[config.mk]
export PLATFORM = sky130hd
export DESIGN_NAME = wildcard_glob_match_unit_flat
export DESIGN_NICKNAME = d
export VERILOG_FILES = /design/src/rtl/wgm_pkg.sv /design/src/rtl/wgm_stream_if.sv /design/src/rtl/wildcard_glob_match_unit.sv /design/src/rtl/wgm_store.sv /design/src/rtl/wgm_eval.sv /design/src/flat_wrapper.sv
export SDC_FILE = /design/constraint.sdc
export NUM_CORES = 1
export LEC_CHECK = 0
export ABC_AREA = 1
export BUFFER_PORTS_ARGS = -buffer_cell sky130_fd_sc_hd__clkbuf_2
export CAP_MARGIN = 40
export CORE_MARGIN = 2
export CORE_UTILIZATION = 44
export CTS_CLUSTER_DIAMETER = 120
export CTS_CLUSTER_SIZE = 10
export DETAILED_ROUTE_END_ITERATION = 8
export RECOVER_POWER = 25
export SLEW_MARGIN = 20
export SYNTH_ARGS = -nofsm -noshare
export SYNTH_HDL_FRONTEND = slang
export SYNTH_SLANG_ARGS = --single-unit
export TNS_END_PERCENT = 20
[constraint.sdc]
create_clock -name clk -period 5.6 [get_ports clk]
set_clock_uncertainty 0.2 [all_clocks]
set_input_delay 0.56 -clock clk [delete_from_list [all_inputs] [get_ports clk]]
set_output_delay 0.56 -clock clk [all_outputs]
set_load 0.1 [all_outputs]
[src/rtl/wgm_pkg.sv]
// Shared types and constants for the wildcard glob match unit.
// No dependencies; the files that use it refer to it by scoped names.
package wgm_pkg;

	localparam logic [7:0] WC_END  = 8'h00;
	localparam logic [7:0] WC_STAR = 8'h2A;
	localparam logic [7:0] WC_ANY  = 8'h3F;

	localparam logic CMD_PATTERN = 1'b0;
	localparam logic CMD_SUBJECT = 1'b1;

	typedef struct packed {
		logic       command;
		logic [7:0] ch;
	} req_t;

	typedef struct packed {
		logic matched;
		logic too_long;
	} rsp_t;

	typedef enum logic [1:0] {
		ST_IDLE,
		ST_STEP,
		ST_HOLD
	} state_t;

	typedef enum logic [2:0] {
		DEC_ADV,
		DEC_STAR,
		DEC_BACK,
		DEC_HIT,
		DEC_MISS
	} dec_t;

endpackage

[src/rtl/wgm_stream_if.sv]
// Valid/ready channel carrying one payload per transfer.
// The payload type comes from wgm_pkg at the point of instantiation.
interface wgm_stream_if #(parameter type payload_t = logic) ();
	logic     valid;
	logic     ready;
	payload_t payload;

	modport source(output valid, output payload, input ready);
	modport sink(input valid, input payload, output ready);
endinterface

[src/rtl/wildcard_glob_match_unit.sv]
// Wildcard glob matcher with a stored pattern: top level.
// Loading takes one transfer per cycle while the unit is idle; requests are held off otherwise.
// A subject terminator starts the match walk (skipped when a store overflowed), which runs
// one step per cycle from the two store read ports; the result is then registered for rsp.
// Reset clears counts, flags and the sequencer and leaves an empty pattern; the byte
// memories are not cleared. Depends on wgm_pkg, wgm_stream_if, wgm_store, wgm_eval.
module wildcard_glob_match_unit #(
	parameter int MAX_LEN = 64
) (
	input logic         clk,
	input logic         arst_n,
	wgm_stream_if.sink   req,
	wgm_stream_if.source rsp
);
	localparam int AW = $clog2(MAX_LEN);
	localparam int CW = $clog2(MAX_LEN + 1);

	logic          acc, start, too_long, idle, clear;
	logic [AW-1:0] pat_addr, sub_addr;
	logic [7:0]    pat_data, sub_data;
	logic [CW-1:0] pat_count, sub_count;
	wgm_pkg::req_t item;
	wgm_pkg::rsp_t result;

	assign req.ready   = idle;
	assign acc         = req.valid && req.ready;
	assign item        = req.payload;
	assign rsp.payload = result;

	wgm_store #(.MAX_LEN(MAX_LEN)) u_store (
		.clk       (clk),
		.arst_n    (arst_n),
		.acc       (acc),
		.item      (item),
		.clear     (clear),
		.pat_addr  (pat_addr),
		.sub_addr  (sub_addr),
		.pat_data  (pat_data),
		.sub_data  (sub_data),
		.pat_count (pat_count),
		.sub_count (sub_count),
		.too_long  (too_long),
		.start     (start)
	);

	wgm_eval #(.MAX_LEN(MAX_LEN)) u_eval (
		.clk         (clk),
		.arst_n      (arst_n),
		.start       (start),
		.too_long    (too_long),
		.pat_count   (pat_count),
		.sub_count   (sub_count),
		.pat_data    (pat_data),
		.sub_data    (sub_data),
		.pat_addr    (pat_addr),
		.sub_addr    (sub_addr),
		.idle        (idle),
		.clear       (clear),
		.rsp_valid   (rsp.valid),
		.rsp_ready   (rsp.ready),
		.rsp_payload (result)
	);

endmodule

[src/rtl/wgm_store.sv]
// Pattern and subject byte memories with their fill counts and overflow flags.
// Depends on wgm_pkg for the terminator and command codes.
module wgm_store #(
	parameter int MAX_LEN = 64
) (
	input  logic                         clk,
	input  logic                         arst_n,
	input  logic                         acc,
	input  wgm_pkg::req_t                item,
	input  logic                         clear,
	input  logic [$clog2(MAX_LEN)-1:0]   pat_addr,
	input  logic [$clog2(MAX_LEN)-1:0]   sub_addr,
	output logic [7:0]                   pat_data,
	output logic [7:0]                   sub_data,
	output logic [$clog2(MAX_LEN+1)-1:0] pat_count,
	output logic [$clog2(MAX_LEN+1)-1:0] sub_count,
	output logic                         too_long,
	output logic                         start
);
	localparam int AW = $clog2(MAX_LEN);
	localparam int CW = $clog2(MAX_LEN + 1);
	localparam logic [CW-1:0] LIMIT = CW'(MAX_LEN);

	logic [7:0]    pat_mem [MAX_LEN];
	logic [7:0]    sub_mem [MAX_LEN];
	logic [CW-1:0] pat_cnt_q, sub_cnt_q;
	logic          pat_closed_q, pat_ovf_q, sub_ovf_q;
	logic [CW-1:0] pat_base;
	logic          pat_ovf_base, pat_room, sub_room;
	logic          pat_acc, sub_acc, is_end;
	logic          pat_we, sub_we;

	always_comb begin
		// A pattern byte that arrives after a closed pattern starts a fresh one.
		pat_base     = pat_closed_q ? '0 : pat_cnt_q;
		pat_ovf_base = pat_closed_q ? 1'b0 : pat_ovf_q;
		pat_room     = pat_base < LIMIT;
		sub_room     = sub_cnt_q < LIMIT;
		is_end       = item.ch == wgm_pkg::WC_END;
		pat_acc      = acc && item.command == wgm_pkg::CMD_PATTERN;
		sub_acc      = acc && item.command == wgm_pkg::CMD_SUBJECT;
		pat_we       = pat_acc && !is_end && pat_room;
		sub_we       = sub_acc && !is_end && sub_room;
		start        = sub_acc && is_end;
		too_long     = pat_ovf_q || sub_ovf_q;
		pat_count    = pat_cnt_q;
		sub_count    = sub_cnt_q;
	end

	always_ff @(posedge clk or negedge arst_n) begin
		if (!arst_n) begin
			pat_cnt_q    <= '0;
			pat_closed_q <= 1'b1;
			pat_ovf_q    <= 1'b0;
			sub_cnt_q    <= '0;
			sub_ovf_q    <= 1'b0;
		end else begin
			if (pat_acc) begin
				if (is_end) begin
					pat_closed_q <= 1'b1;
					pat_cnt_q    <= pat_base;
					pat_ovf_q    <= pat_ovf_base;
				end else begin
					pat_closed_q <= 1'b0;
					pat_cnt_q    <= pat_room ? pat_base + CW'(1) : pat_base;
					pat_ovf_q    <= pat_ovf_base || !pat_room;
				end
			end
			if (sub_acc) begin
				pat_closed_q <= 1'b1;
				if (!is_end) begin
					if (sub_room) begin
						sub_cnt_q <= sub_cnt_q + CW'(1);
					end else begin
						sub_ovf_q <= 1'b1;
					end
				end
			end
			if (clear) begin
				sub_cnt_q <= '0;
				sub_ovf_q <= 1'b0;
			end
		end
	end

	always_ff @(posedge clk) begin
		if (pat_we) begin
			pat_mem[pat_base[AW-1:0]] <= item.ch;
		end
		pat_data <= pat_mem[pat_addr];
	end

	always_ff @(posedge clk) begin
		if (sub_we) begin
			sub_mem[sub_cnt_q[AW-1:0]] <= item.ch;
		end
		sub_data <= sub_mem[sub_addr];
	end

endmodule

[src/rtl/wgm_eval.sv]
// Backtracking match sequencer: one comparison step per cycle over the stores,
// plus the result register. Depends on wgm_pkg for codes, states and types.
module wgm_eval #(
	parameter int MAX_LEN = 64
) (
	input  logic                         clk,
	input  logic                         arst_n,
	input  logic                         start,
	input  logic                         too_long,
	input  logic [$clog2(MAX_LEN+1)-1:0] pat_count,
	input  logic [$clog2(MAX_LEN+1)-1:0] sub_count,
	input  logic [7:0]                   pat_data,
	input  logic [7:0]                   sub_data,
	output logic [$clog2(MAX_LEN)-1:0]   pat_addr,
	output logic [$clog2(MAX_LEN)-1:0]   sub_addr,
	output logic                         idle,
	output logic                         clear,
	output logic                         rsp_valid,
	input  logic                         rsp_ready,
	output wgm_pkg::rsp_t                rsp_payload
);
	localparam int AW = $clog2(MAX_LEN);
	localparam int CW = $clog2(MAX_LEN + 1);

	wgm_pkg::state_t state_q, state_d;
	wgm_pkg::dec_t   dec;
	wgm_pkg::rsp_t   res_q, rsp_q;
	logic [CW-1:0]   pi_q, si_q, star_p_q, star_s_q;
	logic [CW-1:0]   pi_d, si_d, star_p_d, star_s_d;
	logic            have_star_q, have_star_d;
	logic            rsp_valid_q, release_ok;
	logic [7:0]      p, s;

	// Positions at or past a count read as the terminator.
	always_comb begin
		p = (pi_q < pat_count) ? pat_data : wgm_pkg::WC_END;
		s = (si_q < sub_count) ? sub_data : wgm_pkg::WC_END;
		priority if (p == s && s == wgm_pkg::WC_END) begin
			dec = wgm_pkg::DEC_HIT;
		end else if (p == s) begin
			dec = wgm_pkg::DEC_ADV;
		end else if (s != wgm_pkg::WC_END && p == wgm_pkg::WC_ANY) begin
			dec = wgm_pkg::DEC_ADV;
		end else if (p == wgm_pkg::WC_STAR) begin
			dec = wgm_pkg::DEC_STAR;
		end else if (have_star_q && star_s_q < sub_count) begin
			dec = wgm_pkg::DEC_BACK;
		end else begin
			dec = wgm_pkg::DEC_MISS;
		end
	end

	assign release_ok = !rsp_valid_q || rsp_ready;

	always_comb begin
		state_d = state_q;
		unique case (state_q)
			wgm_pkg::ST_IDLE: begin
				if (start) begin
					state_d = too_long ? wgm_pkg::ST_HOLD : wgm_pkg::ST_STEP;
				end
			end
			wgm_pkg::ST_STEP: begin
				if (dec == wgm_pkg::DEC_HIT || dec == wgm_pkg::DEC_MISS) begin
					state_d = wgm_pkg::ST_HOLD;
				end
			end
			wgm_pkg::ST_HOLD: begin
				if (release_ok) begin
					state_d = wgm_pkg::ST_IDLE;
				end
			end
			default: state_d = wgm_pkg::ST_IDLE;
		endcase
	end

	always_comb begin
		pi_d        = '0;
		si_d        = '0;
		star_p_d    = star_p_q;
		star_s_d    = star_s_q;
		have_star_d = have_star_q;
		if (state_q == wgm_pkg::ST_IDLE) begin
			have_star_d = 1'b0;
		end else if (state_q == wgm_pkg::ST_STEP) begin
			pi_d = pi_q;
			si_d = si_q;
			unique case (dec)
				wgm_pkg::DEC_ADV: begin
					pi_d = pi_q + CW'(1);
					si_d = si_q + CW'(1);
				end
				wgm_pkg::DEC_STAR: begin
					pi_d        = pi_q + CW'(1);
					star_p_d    = pi_q + CW'(1);
					star_s_d    = si_q;
					have_star_d = 1'b1;
				end
				wgm_pkg::DEC_BACK: begin
					star_s_d = star_s_q + CW'(1);
					si_d     = star_s_q + CW'(1);
					pi_d     = star_p_q;
				end
				default: begin
				end
			endcase
		end
		// The memories are read at the next step's positions, so data is ready then.
		pat_addr = pi_d[AW-1:0];
		sub_addr = si_d[AW-1:0];
		idle     = state_q == wgm_pkg::ST_IDLE;
		clear    = state_q == wgm_pkg::ST_HOLD && release_ok;
	end

	always_ff @(posedge clk or negedge arst_n) begin
		if (!arst_n) begin
			state_q     <= wgm_pkg::ST_IDLE;
			have_star_q <= 1'b0;
			rsp_valid_q <= 1'b0;
		end else begin
			state_q     <= state_d;
			have_star_q <= have_star_d;
			if (clear) begin
				rsp_valid_q <= 1'b1;
			end else if (rsp_ready) begin
				rsp_valid_q <= 1'b0;
			end
		end
	end

	always_ff @(posedge clk) begin
		pi_q     <= pi_d;
		si_q     <= si_d;
		star_p_q <= star_p_d;
		star_s_q <= star_s_d;
		if (state_q == wgm_pkg::ST_IDLE) begin
			res_q.matched  <= 1'b0;
			res_q.too_long <= too_long;
		end else if (state_q == wgm_pkg::ST_STEP) begin
			res_q.matched <= dec == wgm_pkg::DEC_HIT;
		end
		if (clear) begin
			rsp_q <= res_q;
		end
	end

	assign rsp_valid   = rsp_valid_q;
	assign rsp_payload = rsp_q;

endmodule

[src/flat_wrapper.sv]
// flat-port wrapper written by rule: the top's interface ports become plain ports
module wildcard_glob_match_unit_flat 
#(
	parameter int MAX_LEN = 64
)
  (clk, arst_n, req_valid, req_payload, req_ready, rsp_valid, rsp_payload, rsp_ready);
  wgm_stream_if #(.payload_t(wgm_pkg::req_t)) req_i ();
  wgm_stream_if #(.payload_t(wgm_pkg::rsp_t)) rsp_i ();
  input logic clk;
  input logic arst_n;
  input wire logic [$bits(req_i.valid)-1:0] req_valid;
  input wire logic [$bits(req_i.payload)-1:0] req_payload;
  output wire logic [$bits(req_i.ready)-1:0] req_ready;
  output wire logic [$bits(rsp_i.valid)-1:0] rsp_valid;
  output wire logic [$bits(rsp_i.payload)-1:0] rsp_payload;
  input wire logic [$bits(rsp_i.ready)-1:0] rsp_ready;
  assign req_i.valid = req_valid;
  assign req_i.payload = req_payload;
  assign req_ready = req_i.ready;
  assign rsp_valid = rsp_i.valid;
  assign rsp_payload = rsp_i.payload;
  assign rsp_i.ready = rsp_ready;
  wildcard_glob_match_unit #(.MAX_LEN(MAX_LEN)) u_core (.clk(clk), .arst_n(arst_n), .req(req_i), .rsp(rsp_i));
endmodule
# [Word level (Yosys, flattened, before mapping)]
# Memory sizes are Yosys's and may differ from the RTL's. A register that Yosys moved wholly into a read port is not among the register bits.
# Cells that the tools add are included.
[word_totals] regBits=53 mem_bits_rw=1024 input_bits=13 out_inout_bits=4 word_cells=132 mem_count=2
[memory_table] memory="u_core.u_store.pat_mem" depth=64 word_bits=8 read_ports=1 rd_ports_with_merged_regs=1 write_ports=1 line="wgm_store.sv:24" source="logic [7:0] pat_mem [MAX_LEN];"
[memory_table] memory="u_core.u_store.sub_mem" depth=64 word_bits=8 read_ports=1 rd_ports_with_merged_regs=1 write_ports=1 line="wgm_store.sv:25" source="logic [7:0] sub_mem [MAX_LEN];"
[op_classes] add_sub_neg=5 magnitude_cmp=5 n_eq_ne=14 muxes=44 n_bitwise=3 n_reduce_logical=41
[ops] cell="2-to-1 mux 7 bit" n=7
[ops] cell="case mux 7 bit (2 select lines)" n=3
[ops] cell="adder 7 x 1 -> 7 bit, second input constant" n=5
[ops] cell="2-to-1 mux 6 bit" n=4
[ops] cell="< comparator 7 bit" n=3
[ops] cell="2-to-1 mux 1 bit" n=18
[ops] cell="nonzero test 2 bit" n=9
[ops] cell="equality test 8 x 6 -> 1 bit, second input constant" n=2
[ops] cell="logical NOT 8 bit" n=2
[ops] cell="2-to-1 mux 8 bit" n=2
[ops] cell="2-to-1 mux 3 bit" n=5
[ops] cell="AND reduction 3 bit" n=5
[ops] cell="< comparator 7 bit, second input constant" n=2
[ops] cell="logical AND 1 bit" n=12
[ops] cell="equality test 8 bit" n=1
[ops] cell="2-to-1 mux 2 bit" n=4
[ops] cell="nonzero test 8 bit" n=1
[ops] cell="equality test 3 x 2 -> 1 bit, second input constant" n=2
[ops] cell="inequality test 2 bit, second input constant" n=3
[ops] cell="case mux 2 bit (3 select lines)" n=1
[ops] cell="logical OR 1 bit" n=4
[ops] cell="inequality test 2 x 1 -> 1 bit, second input constant" n=2
[ops] cell="OR reduction 2 bit" n=2
[ops] cell="equality test 3 x 1 -> 1 bit, second input constant" n=1
[ops] cell="8 further kinds" n=12

# [Longest topological paths before layout]
# Gate-level depths: netlist of the first run.
[logic_depth] word_depth=12 ltp_mapped=31

# [Modules after synthesis]
# A second synthesis of the first run with hierarchy kept.
[unflattened] cells_unflattened=4115 area_unflattened_um2=46106.7
[modules_own_cells] mod="wgm_store" n_inst=1 cells_per_inst=3740 area_each_um2=43406.6 seq_area_each_um2=31496.5
[modules_own_cells] mod="wgm_eval" n_inst=1 cells_per_inst=373 area_each_um2=2692.6 seq_area_each_um2=910.9
[modules_own_cells] mod="wildcard_glob_match_unit" n_inst=1 cells_per_inst=2 area_each_um2=7.5 seq_area_each_um2=0.0

# [Worst setup path before layout of the first run]
# Ideal clock, no wire load.
[synth_path] path_type="flip-flop to flip-flop" from="register u_core.u_eval.state_q[0]" to="memory u_core.u_store.pat_mem[17][0], enable pin" setup_time_ps=371 arrival_time_ps=3637 required_time_ps=5029 setup_slack_ps=1392 stages_incl_launch_ff=10 n_path_buf=0 period_less_slack_ps=4208 path_cell_list="dfrtp_1 nor2_1 nand2_1 nor2_1 inv_1 nor2_1 inv_1 nor2_1 nand4_1 nor2_1"
[synth_via] elab_chain_cells=7
[synth_rtl] element="start: declaration" line="wgm_eval.sv:25" source="wgm_pkg::state_t state_q, state_d;"
[synth_rtl] element="start signal: assignment" line="wgm_eval.sv:117" source="state_q <= wgm_pkg::ST_IDLE;"
[synth_rtl] element="start signal: assignment" line="wgm_eval.sv:121" source="state_q <= state_d;"
[synth_rtl] element="logical NOT 2 bit" line="wgm_eval.sv:111" source="idle = state_q == wgm_pkg::ST_IDLE;"
[synth_rtl] element="net req_ready" line="flat_wrapper.sv:13" source="output wire logic [$bits(req_i.ready)-1:0] req_ready;"
[synth_rtl] element="logical AND 1 bit" line="wildcard_glob_match_unit.sv:26" source="assign acc = req.valid && req.ready;"
[synth_rtl] element="logical AND 1 bit" line="wgm_store.sv:40" source="pat_acc = acc && item.command == wgm_pkg::CMD_PATTERN;"
[synth_rtl] element="logical AND 1 bit (2 in a row)" line="wgm_store.sv:42" source="pat_we = pat_acc && !is_end && pat_room;"
[synth_rtl] element="2-to-1 mux 1 bit" line="wgm_store.sv:87" source="if (pat_we) begin"
[synth_rtl] element="2-to-1 mux 1 bit (not written as such)" line="wgm_store.sv:88" source="pat_mem[pat_base[AW-1:0]] <= item.ch;"
[synth_rtl] element="end: declaration" line="wgm_store.sv:24"
# The timed path passes the listed nets, and every way through them passes these cells.

# [Final worst setup path of the first run]
[layout_path] from="register u_core.u_store.sub_cnt_q[5], in the netlist u_core.u_store.sub_count[5]" to="register u_core.u_store.sub_data[2] (read register of u_core.u_store.sub_mem)"
[layout_via] elab_chain_cells=11
[layout_rtl] element="start: declaration" line="wgm_store.sv:26" source="logic [CW-1:0] pat_cnt_q, sub_cnt_q;"
[layout_rtl] element="start signal: assignment" line="wgm_store.sv:73" source="sub_cnt_q <= sub_cnt_q + CW'(1);"
[layout_rtl] element="< comparator 7 bit, on equally long branches" line="wgm_eval.sv:37, wgm_eval.sv:46"
[layout_rtl] element="2-to-1 mux 8 bit / logical AND 1 bit (equally long branches)" line="wgm_eval.sv:37, wgm_eval.sv:46"
[layout_rtl] element="nonzero test 8 bit / 2-to-1 mux 3 bit (equally long branches)" line="wgm_eval.sv:42, wgm_eval.sv:46"
[layout_rtl] element="logical AND 1 bit / 2-to-1 mux 3 bit (equally long branches)" line="wgm_eval.sv:42, wgm_eval.sv:44"
[layout_rtl] element="2-to-1 mux 3 bit" line="wgm_eval.sv:42" source="end else if (s != wgm_pkg::WC_END && p == wgm_pkg::WC_ANY) begin"
[layout_rtl] element="2-to-1 mux 3 bit" line="wgm_eval.sv:40" source="end else if (p == s) begin"
[layout_rtl] element="2-to-1 mux 3 bit *" line="wgm_eval.sv:38" source="priority if (p == s && s == wgm_pkg::WC_END) begin"
[layout_rtl] element="equality test 3 x 2 -> 1 bit / logical NOT 3 bit (equally long branches)" line="wgm_eval.sv:88" source="unique case (dec)"
[layout_rtl] element="case mux 7 bit (2 select lines) *" line="wgm_eval.sv:88"
[layout_rtl] element="2-to-1 mux 6 bit *" line="wgm_eval.sv:85" source="end else if (state_q == wgm_pkg::ST_STEP) begin"
[layout_rtl] element="2-to-1 mux 6 bit *" line="wgm_eval.sv:83" source="if (state_q == wgm_pkg::ST_IDLE) begin"
[layout_rtl] element="end: declaration" line="wgm_store.sv:14" source="output logic [7:0] sub_data,"
# Mark *: on every way between the ends. The rest lies on a longest branch, timed or not.
# A chain may end at the register's enable or synchronous reset.

==> results of run 1 <==
-- Yosys cell counts, types with 3 or more instances --
library cell	number	area, um^2
a211oi_1	3	22.5
a21oi_1	14	70.1
a21oi_2	4	35.0
a22oi_1	3	22.5
buf_2	153	766
buf_4	12	90.1
buf_6	11	124
clkbuf_1	82	308
clkinv_1	9	33.8
dfrtp_1	20	500
dfxtp_1	31	621
edfxtp_1	1041	31300
ha_1	23	288
inv_1	623	2340
inv_2	4	15.0
nand2_1	814	3060
nand2_2	7	43.8
nand3_1	1019	5100
nand3_2	4	40.0
nand3b_1	385	2890
nand4_1	6	37.5
nor2_1	234	878
nor2_2	4	25.0
nor3_1	10	50.1
nor4_1	4	25.0
o211ai_1	11	82.6
o21ai_0	20	100
o41ai_1	3	26.3
xnor2_1	4	35.0
xor2_1	10	87.6
-- cell families (layout without fill, tap and decap cells) --
| group | Yosys count | after routing | share of synthesized area |
|---|---|---|---|
| compound gates | 65 | 65 | 0.00854 |
| xor+xnor | 14 | 14 | 0.00250 |
| fa+ha+maj | 23 | 23 | 0.00586 |
| buf+inv | 896 | 952 | 0.0750 |
| flops | 1093 | 1093 | 0.660 |
| simple gates | 2489 | 2489 | 0.248 |
-- worst max-delay path by stage --
stage,startpoint,to,slack [ps]
6_report,u_core.u_store.sub_count[5],u_core.u_store.sub_data[2],340
5_1_grt,u_core.u_store.sub_count[5],u_core.u_store.pat_data[3],220
4_1_cts,u_core.u_store.sub_count[5],u_core.u_store.pat_data[3],610
3_5_place_dp,u_core.u_store.sub_count[5],u_core.u_store.pat_data[3],630
3_3_place_gp,u_core.u_store.sub_count[5],u_core.u_store.pat_data[3],670
2_1_floorplan,u_core.u_eval.state_q[0],u_core.u_store.pat_mem[17][0],1390
-- per-stage QoR --
step | utilization | area [um^2]
2_1_floorplan | - | 49100
3_3_place_gp | 0.459 | 50800
3_5_place_dp | 0.459 | 50900
4_1_cts | 0.489 | 54200
5_1_grt | 0.491 | 54300
6_report | 0.491 | 54300
-- registers in the layout, indices dropped and copies added, names as in the netlist, 2 cells and up --
register / cells
u_core.u_store.sub_data: 8
u_core.u_eval.pi_q: 7
u_core.u_store.pat_data: 8
u_core.u_eval.res_q: 2
u_core.u_eval.star_s_q: 7
u_core.u_store.pat_count: 7
u_core.u_eval.rsp_payload: 2
u_core.u_store.sub_count: 7
u_core.u_eval.state_q: 2
u_core.u_store.sub_mem: 512
u_core.u_eval.si_q: 7
u_core.u_eval.star_p_q: 7
u_core.u_store.pat_mem: 512
-- tightest hold or removal path: cells and delay by family --
family,cells,cell delay [ps]
AOI/OAI and AO/OA,1,100
buffers and inverters,1,80
and+or+nand+nor,1,170
-- final cells by class --
| cell class | instances | area share |
|---|---|---|
| sequential | 1093 | 0.596 |
| clock buffer | 172 | 0.0592 |
| multi-input combinational | 2591 | 0.240 |
| tap | 1488 | 0.0343 |
| inverter | 636 | 0.0440 |
| clock inverter | 4 | 0.000921 |
| timing repair buffer | 140 | 0.0249 |
-- layer usage --
layer  wire [um]  part of all wire  vias up
met1       56300              0.44    16200
met2       60100              0.46     1214
met3        9690             0.075      197
li1            -                 -    15600
met5           0                 0        -
met4        3140             0.024        0
-- power groups by stage --
| stage | clock network, mW | logic [mW] | registers [mW] |
|---|---|---|---|
| 4_1_cts | 7.03 | 1.30 | 9.19 |
| 2_1_floorplan | 0 | 0.747 | 9.36 |
| 6_report | 6.92 | 1.31 | 9.20 |
| 5_1_grt | 7.35 | 1.44 | 9.21 |
| 3_3_place_gp | 0 | 1.28 | 9.36 |
| 3_5_place_dp | 0 | 1.29 | 9.36 |
==> run metrics, run 1 <==
gr ovfl total 0; Sw Share 0.237; Max VDD drop 0.320 mV; Hold Crit Class input pin to register; Die ar. 114000 um^2; Crit path max-delay family simple AND/OR/NAND/NOR gates; critical path arrival 5620 ps; startpoint types register; met3 global-route usage 0.0337; num rows 122; share of layout cells above drive strength 1 0.0597; HP Start req_valid; Tot Pwr 17.4 mW; setup_tns 0 ps; Setup violations, final 0; area of the multi-input gates 13100 um^2; Non-Filler Instances 6124; Least-Margin Pin Slew 2950 ps; final hold vios 0; clk sink count 1093; pre-CTS setup slack 633 ps; Net Sw Power 4.13 mW; first-pass GRT wire length 195000 um; Post-CTS Hold Buffers 5; TritonCTS clock tree done; P_leak 21.2 nW; Most Crowded Layer GR met2; power density cells 321 nW/um^2; violated checks max-capacitance violations, max-slew violations; Fin Hold WS 44.7 ps; total number of H-tree levels 3; IO Pins 17; CTS clk-pin slew, worst paths 60 ps; r2r startpoint u_core.u_store.sub_count[5]; CP Max Fanout 208; DR iter-0 viols 3576; reg2reg path depth 22; # diodes 0; max cap viols 11; total track usage 0.225; Cell Count Post-Placement 5917; asr flop ratio synth 0.0192; status complete, but fails checks; vias in the first global route 31700; worst-path cell chain clkinv_1 -> ha_1 -> nand2_1 -> inv_1 -> a21oi_2 -> nand2_1 -> o21ai_0 -> nand2_1 -> nand2_1 -> nor2_2 -> nand2_2 -> nand2_2 -> or2_2 -> nand3_4 -> buf_12 -> nand3b_1 -> nand3_1 -> nand3_1 -> nand3_1 -> nand3_1 -> nand3_1 -> nand2_1; most common cell after layout, fill and taps aside edfxtp_1; Synth Register Bits 1093; Final WS setup 343 ps; sequential area share after synthesis 0.660; commonest non-fill, non-tap cells in the layout edfxtp_1 (1041), nand3_1 (1018), nand2_1 (809), inv_1 (621), nand3b_1 (385); Final Max Tran Viols 602; Setup CP Type register to register; GRT met1 Usage 0.325; post-layout net count 4617; Net Count, Synth 4616; post-CTS sizing 0; clock root cell clkbuf_16; synthesized area 49100 um^2; ANT nets after route 0; Warnings, synthesis 0; clk_lat worst skew 680 ps; Vias per Instance 5.43; initial antenna violation count 1; Int Pwr 13.3 mW; dominant synthesized flop cell edfxtp_1; CTS Buf Count 119; Clock Power Share 0.397; Unique masters post-synth 40; hold worst-path end u_core.u_store.pat_closed_q; CP bufs+invs 3; minimum clock period 5260 ps; drt pass-1 iters 6; CP required 5970 ps; Flop pwr share 0.528; core area 111000 um^2; Max Fclk 190 MHz; max incr delay on CP 410 ps; drt drc 0; Area growth syn-to-layout 10.7%; vias 33200; maximum number of pins on one net before global-route repair 209; gp weighted congestion 0.839; Routed wire per std cell 21.1 um; Total Wirelength 129000 um; CTS max path bufs 3; Levels on crit path 22; R2R setup slack 340 ps; post-CTS setup buffers 0; cells after synthesis 4580; Horiz. Die Dim 338 um; DP Wirelength 74600 um; Reg area 32400 um^2; RSZ-0062 raised after global routing no; hold depth 3; endpoint class of the critical path register; Post-synth EDFFs 1041; PortBufs 16; Initial Util 0.444; Worst R2R End u_core.u_store.sub_data[2]; combinational share of power 0.075; Slew headroom -0.970; Die Y 338 um; # fillers 9947; routing usage on met2 0.354; slowest CP cell dfrtp_1; mean area per synthesized cell 10.7 um^2; part of the cycle the worst path needs 0.939
Power figures use the tool's default switching activity.
==> inputs of run 2 (changes only) <==
Settings changed: CORE_ASPECT_RATIO set to 2.
==> run 2 against run 1 <==
The run still ends with max-capacitance violations, max-slew violations left. Register-to-register slack better by 160 ps. Cell area increased by 0.30%. Worst setup slack gained 52 ps. Combinational power barely moved. Total power up 1.1%. Non-clock buffer count grew 15. Worst hold slack better by 48 ps. Critical path depth shrank 18. Global-route usage increased by 2.2 points. Final cell count increased by 0.70%. Sequential power is essentially flat.
==> run metrics, run 2 (same netlist as run 1, synthesis figures left out) <==
R2R setup slack 500 ps (+160 ps); violated checks max-capacitance violations, max-slew violations; setup_tns 0 ps (unchanged); initial antenna violation count 1 (unchanged); Max VDD drop 0.249 mV (-22%); IO Pins 17 (unchanged); Die ar. 114000 um^2 (+0.14%); Horiz. Die Dim 240 um (-29%); fin area 54500 um^2 (+0.30%); critical path arrival 5420 ps (-200 ps); ANT nets after route 0 (unchanged); Final WS setup 395 ps (+52.2 ps); Net Sw Power 4.24 mW (+2.5%); slowest CP cell clkbuf_1; worst-path cell chain clkbuf_1 -> clkbuf_1 -> clkbuf_1 -> buf_4; total track usage 0.247 (+0.0218); P_leak 21.2 nW (+0.39%); drt pass-1 iters 8 (+2); clk sink count 1093 (unchanged); Final Core Density 0.492 (+0.000769); combinational share of power 0.075 (about the same); Vias per Instance 5.37 (-1.1%); Post-DP Area 51100 um^2 (+0.53%); Int Pwr 13.4 mW (+0.71%); Initial Util 0.443 (-0.000631); Clock Power Share 0.403 (+0.006); commonest non-fill, non-tap cells in the layout edfxtp_1 (1041), nand3_1 (1018), nand2_1 (809), inv_1 (621), nand3b_1 (385); total number of H-tree levels 3 (unchanged); clock root cell clkbuf_16; first-pass GRT wire length 208000 um (+6.5%); max cap viols 11 (unchanged); status complete, but fails checks; Max Fclk 192 MHz (+1.0%); Area growth syn-to-layout 11.0%; Final Max Tran Viols 501 (-17%); part of the cycle the worst path needs 0.929 (-0.00932); pre-CTS setup slack 610 ps (-23.2 ps); minimum clock period 5200 ps (-52.2 ps); Sw Share 0.241 (+0.00329); DR iter-0 viols 2764 (-23%); # fillers 9987 (+0.40%); max incr delay on CP 1830 ps (+1420 ps); startpoint types input pin; DP Wirelength 90800 um (+22%); gr ovfl total 0 (unchanged); PortBufs 16 (unchanged); Tot Pwr 17.6 mW (+1.1%); Routed wire per std cell 23.0 um (+8.9%); TritonCTS clock tree done; most frequent CP cell clkbuf_1; maximum number of pins on one net before global-route repair 129 (-38%); Cell Count Post-Placement 5947 (+0.51%); CTS max path bufs 3 (unchanged); share of layout cells above drive strength 1 0.0629 (+0.00312); Fin Hold WS 92.5 ps (+47.8 ps); Least-Margin Pin Slew 3530 ps (+576 ps); core area 111000 um^2 (+0.14%); vias 33100 (-0.41%); num rows 173 (+42%); Setup CP Type input pin to register; Setup violations, final 0 (unchanged); Non-Filler Instances 6167 (+0.70%); post-CTS sizing 0 (unchanged); CTS Buf Count 119 (unchanged); vias in the first global route 32900 (+3.6%); final hold vios 0 (unchanged); CTS clk-pin slew, worst paths 60 ps (about the same); CP required 5820 ps (-150 ps); CP Max Fanout 55 (-74%); RSZ-0062 raised after global routing no; gp weighted congestion 0.911 (+8.6%); most common cell after layout, fill and taps aside edfxtp_1; Slew headroom -1.35 (-0.384); clk_lat worst skew 740 ps (+60 ps); Hold Crit Class input pin to register; endpoint class of the critical path register; power density cells 323 nW/um^2 (+0.84%); Flop pwr share 0.522 (-0.006); Die Y 476 um (+41%); post-layout net count 4632 (+0.32%); Total Wirelength 142000 um (+9.7%); drt drc 0 (unchanged)
-- run 2: changes by cell type in the layout (fill, tap and decap cells not counted), moves of 4 or more --
| cell | delta |
|---|---|
| clkbuf_1 | +24 |
| buf_4 | +22 |
| buf_12 | -4 |
| diode_2 | +4 |
-- run 2: path summary, 6_finish.rpt --
path / to / cells after the start / startpoint
setup / recovery: u_core.u_store.pat_mem[46][0] / 4 / req_payload[0]
hold / removal: u_core.u_eval.rsp_valid / 4 / rsp_ready
setup reg to reg: u_core.u_store.sub_data[5] / 23 / u_core.u_store.sub_count[4]
hold reg to reg: u_core.u_eval.rsp_payload[0] / 0 / u_core.u_eval.res_q[0]
max in group asynchronous: u_core.u_store.pat_count[0] / 2 / arst_n
min in group asynchronous: u_core.u_store.sub_count[4] / 2 / arst_n
-- run 2: worst max-delay path, delay by kind of cell --
kind | cells | cell delay, ps
buf+inv | 4 | 4730
-- run 2: metal layers --
metal / share of wire / vias up / GRT usage
met5: 0 / - / 0
met4: 0.076 / 0 / 0.169
met3: 0.041 / 365 / 0.0273
met2: 0.54 / 969 / 0.455
met1: 0.35 / 16100 / 0.260
li1: - / 15600 / -
-- run 2: area by class of cell --
| class | instances | area [um^2] | share of cell area |
|---|---|---|---|
| flip-flops and latches | 1093 | 32400 | 0.595 |
| clock buffers | 197 | 3330 | 0.0612 |
| well taps | 1487 | 1860 | 0.0341 |
| multi-input cells | 2591 | 13100 | 0.240 |
| diodes | 4 | 10.0 | 0.000184 |
| inverters | 636 | 2390 | 0.0439 |
| repair buffers | 155 | 1390 | 0.0254 |
| clock inverters | 4 | 42.5 | 0.000781 |
-- run 2: power by group through the flow --
stage	logic (mW)	registers (mW)	clock network [mW]
2_1_floorplan	0.747	9.36	0
3_3_place_gp	1.29	9.36	0
3_5_place_dp	1.32	9.36	0
4_1_cts	1.33	9.19	7.19
5_1_grt	1.44	9.21	7.49
6_report	1.31	9.20	7.10
-- run 2: what timing repair did --
item | 4_1_cts | 5_1_grt
buffers inserted | 0 | 0
endpoints found under the hold margin | 28 | 0
hold buffers | 5 | 0
